<file path="src/rtl/flms_pkg.sv">
// ----------------------------------------------------------------------------
// flms_pkg
// Shared types and constants for the farthest-point landmark selector.
// ----------------------------------------------------------------------------
package flms_pkg;

    localparam int MAX_POINTS    = 1024;
    localparam int MAX_LANDMARKS = 64;
    localparam int COORD_W       = 16;
    localparam int IDX_W         = 10;
    localparam int CNT_W         = 11;
    localparam int LM_CNT_W      = 7;
    localparam int SLOT_W        = 6;
    localparam int DIST_W        = 33;
    localparam int SQ_W          = 32;
    localparam int PT_W          = 2 * COORD_W;

    typedef struct packed {
        logic signed [COORD_W-1:0] x_coord;
        logic signed [COORD_W-1:0] y_coord;
        logic                      last_point;
    } in_item_t;

    typedef struct packed {
        logic [IDX_W-1:0] landmark_index;
        logic             last_landmark;
    } out_item_t;

    // point travelling down the cell chain with its running nearest distance
    typedef struct packed {
        logic                      valid;
        logic [IDX_W-1:0]          idx;
        logic signed [COORD_W-1:0] x;
        logic signed [COORD_W-1:0] y;
        logic [DIST_W-1:0]         near_dist;
    } tok_t;

    typedef struct packed {
        logic                      clear;
        logic                      load;
        logic signed [COORD_W-1:0] x;
        logic signed [COORD_W-1:0] y;
    } cell_ctrl_t;

    typedef enum logic [2:0] {
        S_LOAD,
        S_STREAM,
        S_DECIDE,
        S_PUSH,
        S_ADOPT,
        S_FINAL
    } state_t;

endpackage

</file>
<file path="src/rtl/flms_cell.sv">
// ----------------------------------------------------------------------------
// flms_cell
// One landmark cell: holds a landmark, folds its squared distance into the
// running minimum of each passing point. Three register stages.
// ----------------------------------------------------------------------------
module flms_cell (
    input  logic                  aclk,
    input  logic                  aresetn,
    input  flms_pkg::cell_ctrl_t  ctrl,
    input  flms_pkg::tok_t        tok_in,
    output flms_pkg::tok_t        tok_out
);

    logic                                act_reg;
    logic signed [flms_pkg::COORD_W-1:0] lm_x_reg;
    logic signed [flms_pkg::COORD_W-1:0] lm_y_reg;

    flms_pkg::tok_t                      s1_tok_reg;
    flms_pkg::tok_t                      s2_tok_reg;
    flms_pkg::tok_t                      s3_tok_reg;
    flms_pkg::tok_t                      s3_tok_next;
    logic signed [flms_pkg::COORD_W:0]   dx_reg;
    logic signed [flms_pkg::COORD_W:0]   dy_reg;
    logic signed [flms_pkg::COORD_W:0]   dx_next;
    logic signed [flms_pkg::COORD_W:0]   dy_next;
    logic signed [2*flms_pkg::COORD_W+1:0] px;
    logic signed [2*flms_pkg::COORD_W+1:0] py;
    logic [flms_pkg::SQ_W-1:0]           sqx_reg;
    logic [flms_pkg::SQ_W-1:0]           sqy_reg;
    logic [flms_pkg::DIST_W-1:0]         sum;

    always_comb begin
        dx_next = {tok_in.x[flms_pkg::COORD_W-1], tok_in.x}
                - {lm_x_reg[flms_pkg::COORD_W-1], lm_x_reg};
        dy_next = {tok_in.y[flms_pkg::COORD_W-1], tok_in.y}
                - {lm_y_reg[flms_pkg::COORD_W-1], lm_y_reg};
        px      = dx_reg * dx_reg;
        py      = dy_reg * dy_reg;
        sum     = {1'b0, sqx_reg} + {1'b0, sqy_reg};
        s3_tok_next = s2_tok_reg;
        if (act_reg && (sum < s2_tok_reg.near_dist)) begin
            s3_tok_next.near_dist = sum;
        end
    end

    always_ff @(posedge aclk) begin
        if (!aresetn) begin
            act_reg <= 1'b0;
        end else if (ctrl.clear) begin
            act_reg <= 1'b0;
        end else if (ctrl.load) begin
            act_reg <= 1'b1;
        end
    end

    always_ff @(posedge aclk) begin
        if (ctrl.load) begin
            lm_x_reg <= ctrl.x;
            lm_y_reg <= ctrl.y;
        end
    end

    always_ff @(posedge aclk) begin
        if (!aresetn) begin
            s1_tok_reg.valid <= 1'b0;
            s2_tok_reg.valid <= 1'b0;
            s3_tok_reg.valid <= 1'b0;
        end else begin
            s1_tok_reg <= tok_in;
            s2_tok_reg <= s1_tok_reg;
            s3_tok_reg <= s3_tok_next;
        end
    end

    always_ff @(posedge aclk) begin
        dx_reg  <= dx_next;
        dy_reg  <= dy_next;
        sqx_reg <= px[flms_pkg::SQ_W-1:0];
        sqy_reg <= py[flms_pkg::SQ_W-1:0];
    end

    assign tok_out = s3_tok_reg;

endmodule

</file>
<file path="config.mk">
export PLATFORM = sky130hd
export DESIGN_NAME = flms_cell
export DESIGN_NICKNAME = d
export VERILOG_FILES = /design/src/rtl/flms_pkg.sv /design/src/rtl/flms_cell.sv
export SDC_FILE = /design/constraint.sdc
export NUM_CORES = 2
export LEC_CHECK = 0
export BUFFER_PORTS_ARGS = -buffer_cell sky130_fd_sc_hd__buf_2
export CORE_ASPECT_RATIO = 0.8
export CORE_MARGIN = 10
export CORE_UTILIZATION = 34
export CTS_CLUSTER_DIAMETER = 80
export DETAILED_ROUTE_END_ITERATION = 6
export REMOVE_ABC_BUFFERS = 1
export SETUP_SLACK_MARGIN = 0.4
export SYNTH_ARGS = -nofsm -noshare
export SYNTH_HDL_FRONTEND = slang
export SYNTH_SLANG_ARGS = --single-unit
</file>
<file path="constraint.sdc">
create_clock -name aclk -period 8.8 [get_ports aclk]
set_input_delay 0 -clock aclk [delete_from_list [all_inputs] [get_ports aclk]]
set_output_delay 0 -clock aclk [all_outputs]
set_load 0.02 [all_outputs]
</file>
# Yosys cells after proc, flatten, opt, wreduce, memory -nomap -nowiden
# Cells that the tools add are included.
dict set report totals {
  regBits 359
  latchBits 0
  mem_bits_rw 0
  rom_bits 0
  input_bits 112
  output_inout_bits 76
  word_cells 32
  mem_count 0
}
dict set report op_classes {
  addsub 3
  multipliers 2
  div_mod_pow 0
  n_lt_le_gt_ge 1
  eq_ne 0
  shifts 0
  muxes 1
  bitwise_logic 1
  n_reduce_logical 2
}
# cell n
set ops {}
lappend ops {{$mul A17 B17 Y32} 2}
lappend ops {{$sub A16 B16 Y17} 2}
lappend ops {{$add A32 B32 Y33} 1}
lappend ops {{$lt A33 B33 Y1} 1}
lappend ops {{$mux W33} 1}
lappend ops {{$reduce_or A2 Y1} 1}
lappend ops {{$logic_and A1 B1 Y1} 1}
lappend ops {{$not A1 Y1} 1}

# Longest topological paths before layout
dict set report logic_depth {
  word_depth 4
  ltp_mapped 25
  mapped_depth_nobuf 23
}

# Worst setup path after synthesis
# OpenSTA, ideal clock, no wires.
dict set report synth_timing {
  kind {register to register}
  start {reg dy_reg[16] (netlist bit)}
  end {reg sqy_reg[31] (netlist bit)}
  setup_ns 0.072
  arrival_time_ns 6.011
  required_time_ns 8.728
  setup_slack_ns 2.717
  path_stages_with_launch 25
  n_path_buf 3
  period_less_slack_ns 6.083
  path_cell_list {dfxtp_1 > clkbuf_1 > clkbuf_1 > nand2_1 > inv_1 > fa_1 > inv_1 > fa_1 > inv_1 > fa_1 > fa_1 > fa_1 > inv_1 > fa_1 > inv_1 > ha_1 > clkbuf_1 > a21oi_1 > o211ai_1 > a211o_1 > o2bb2ai_1 > a2111oi_0 > o21ai_0 > a21oi_1 > xor2_1}
}
dict set report synth_via {
  elab_chain_cells 1
}
# item line
set synth_rtl {}
lappend synth_rtl {{start, declared} flms_cell.sv:23} ;# logic signed [flms_pkg::COORD_W:0] dy_reg;
lappend synth_rtl {{start signal, assigned} flms_cell.sv:77} ;# dy_reg <= dy_next;
lappend synth_rtl {{$mul A17 B17 Y32} flms_cell.sv:38} ;# py = dy_reg * dy_reg;
lappend synth_rtl {{named net py, one bit} flms_cell.sv:27} ;# logic signed [2*flms_pkg::COORD_W+1:0] py;
lappend synth_rtl {{end signal, assigned} flms_cell.sv:79} ;# sqy_reg <= py[flms_pkg::SQ_W-1:0];
lappend synth_rtl {{end, declared} flms_cell.sv:29} ;# logic [flms_pkg::SQ_W-1:0] sqy_reg;
# The timed path passes the listed nets, and every way through them passes these cells.
# A chain may end at the register's enable or synchronous reset.

# Worst setup path after layout
dict set report layout_timing {
  start {reg dy_reg[5] (netlist bit)}
  end {reg sqy_reg[23] (netlist bit)}
}
# Same word-level chain as after synthesis.

==> impl_metrics.csv <==
group,metric,value,unit
run_status,status,"finished, final reports clean",
die,dieArea,0.109,sq mm
detailed_routing,via_per_inst,4.52,
yosys,synth_top_area_cell,"fa_1",
timing,fmax,148,MHz
cells_and_area,finalNetCount,4174,
yosys,syn-mean-instance-area,10.9,sq um
die,die_h,298,um
grt,grt_max_degree,101,
yosys,synth.distinct_cells,73,
flow_run,cap_violations,0,
worst_setup_path,worstPathRequired,9.31,ns
grt,grt_pass1_vias,22100,
cells_and_area,layout_commonest_cell,"inv_1",
grt,overflow,0,
timing,setup_viol_count_final,0,
timing,slew_headroom,15.8,%
yosys,synth_mux_area_share,1.07,%
cts,cts_buffers,44,
yosys,synth_top_family_by_area,"adder cells",
detailed_routing,vias,20900,
timing,rsz0062_at_grt,"false",
yosys,yosysWarnings,0,
cells_and_area,syn_to_final_growth,15.3,%
yosys,synth_cells,2992,
detailed_routing,drt_iter0_markers,1219,
worst_setup_path,start_kind,"flip-flop",
yosys,synth_top_cell_area_share,31.4,%
timing,finalHoldViolations,0,
timing,worstMarginPinSlew,1.26,ns
timing,skew,0.0390,ns
detailed_routing,drc_errors,0,
die,io-pin-count,188,
timing,fin_crit,6.73,ns
yosys,synth.area.top_cells,"fa_1, edfxtp_1, ha_1, inv_1, dfxtp_1",
cts,cts_sinks,357,
yosys,synth_edf_count,257,
cells_and_area,final_layout_size_suffix_gt1_share,9.69,%
cts,cts-resized-gates,0,
detailed_routing,ant_nets,0,
hold_path,hold_class,"input pin to flip-flop",
cts,cts_root_buffer,"clkbuf_16",
detailed_routing,wire_per_inst,15.5,um
cells_and_area,mostFrequentLayoutCells,"inv_1, fa_1, ha_1, edfxtp_1, nand2_1",
detailed_routing,drt-pass1-iter-count,7,
cts,post_cts_buffers,0,
die,row_count,101,
place,place_hpwl,57100,um
cts,cts_hold_buf,111,
yosys,seq_area_frac_synth,29.7,%
place,portBuffers,187,
die,start_util,34.4,%
yosys,synthAdderAreaFrac,41.4,%
timing,finalCritPeriodShare,76.5,%
yosys,synth-simple-area-share,8.60,%
worst_setup_path,cp_data_arrival_time,7.25,ns
worst_setup_path,cp-end-kind,"flip-flop",
detailed_routing,wl,71600,um
yosys,ys_async_sr_fraction,0,%
yosys,synthXorXnorAreaFrac,3.21,%
place,gp_congestion,0.849,
die,core,0.0952,sq mm
worst_setup_path,cp_max_fo,19,
grt,grt.total_usage,13.3,%
yosys,netlist_area,0.0327,sq mm
grt,grt_pass1_wl,118000,um
timing,drv_slew,0,
die,die_w,367,um
cts,h-tree-depth,2,
grt,grt_antenna_before_repair,4,
yosys,ys_seq_elements,357,
yosys,synth_compound_area_share,6.58,%
timing,fin_tns_setup,0,ns
yosys,ys.flop_type,"edfxtp_1",
cts,clock_latency,0.62,ns
cts,cts_buffer_depth,3,
cts,cts_tree,"done",
worst_setup_path,path_class,"flip-flop to flip-flop",
cts,clk_pin_slew,0.06,ns
-- metal layers --
layer	vias to the layer above	wire [um]	GRT usage (%)
met5	-	27	0
met4	4	1090	2.37
met3	67	5250	3.59
met2	445	31600	20.3
met1	10400	33600	19.0
li1	9971	-	-
-- Yosys cell counts, types with 28 or more instances --
master    count
mux2_2       31
nor2b_1      37
clkbuf_1     52
fa_1        514
nor3_1       28
inv_1       759
a21oi_1      78
a21o_1       35
o21ai_0      47
and2_1      112
nand2_1     201
nor2_1      116
xnor2_1      96
o21a_1       31
edfxtp_1    257
ha_1        261
dfxtp_1     100
-- worst paths after layout --
| path | cells past startpoint | slack (ns) | end | startpoint |
|---|---|---|---|---|
| max reg2reg | 21 | 2.07 | sqy_reg[23] | dy_reg[5] |
| min reg2reg | 0 | 0.40 | s2_tok_reg[50] | s1_tok_reg[50] |
| max | 21 | 2.07 | sqy_reg[23] | dy_reg[5] |
| min | 2 | 0.08 | s1_tok_reg[20] | tok_in[20] |
-- per-stage QoR --
| stage | setup slack (ns) | utilization, % | hold WS (ns) | area (sq um) | std cells |
|---|---|---|---|---|---|
| after floorplan | 2.75 | - | 0.0761 | 32500 | 2935 |
| after global placement | 2.25 | 36.9 | 0.177 | 35100 | 4417 |
| after detailed placement | 2.11 | 36.9 | 0.178 | 35100 | 4417 |
| after CTS | 2.08 | 39.7 | 0.0323 | 37700 | 4610 |
| after global routing | 1.68 | 39.7 | 0.0682 | 37700 | 4611 |
| final | 2.07 | 39.7 | 0.0832 | 37700 | 4611 |
-- worst max-delay path, cell delays in order (launching register included) --
cell      delay (ns)
dfxtp_1         0.96
nand2_1         0.22
inv_1           0.12
fa_1            0.42
inv_1           0.08
fa_1            0.45
fa_1            0.53
inv_1           0.07
fa_1            0.53
fa_1            0.50
inv_1           0.05
fa_1            0.47
inv_1           0.04
ha_1            0.36
o21ai_0         0.11
o21a_1          0.19
o41ai_1         0.57
a211oi_2        0.16
o21ai_2         0.26
and2_1          0.17
o21ai_0         0.08
a221oi_1        0.28
-- layout make-up --
cell class,count,area (sq um)
multi-input combinational,1819,19900
fill,9205,57400
clock buffer,52,1140
antenna,1,2.50
timing repair buffer,306,2120
inverter,759,2850
tap,1287,1610
clock inverter,30,380
sequential,357,9720
-- cells by family (layout without fill, tap and decap cells) --
logic type                 count (synthesis)  in the layout
other                                      0              1
adders and majority gates                775            775
AOI/OAI and AO/OA                        310            310
buffers and inverters                    816           1147
xor gates and xnor gates                 120            120
muxes                                     31             31
and+or+nand+nor                          583            583
DFF                                      357            357
Power is not shown: default switching activity piles up to over one toggle a cycle in this logic, so the estimate is an artifact.
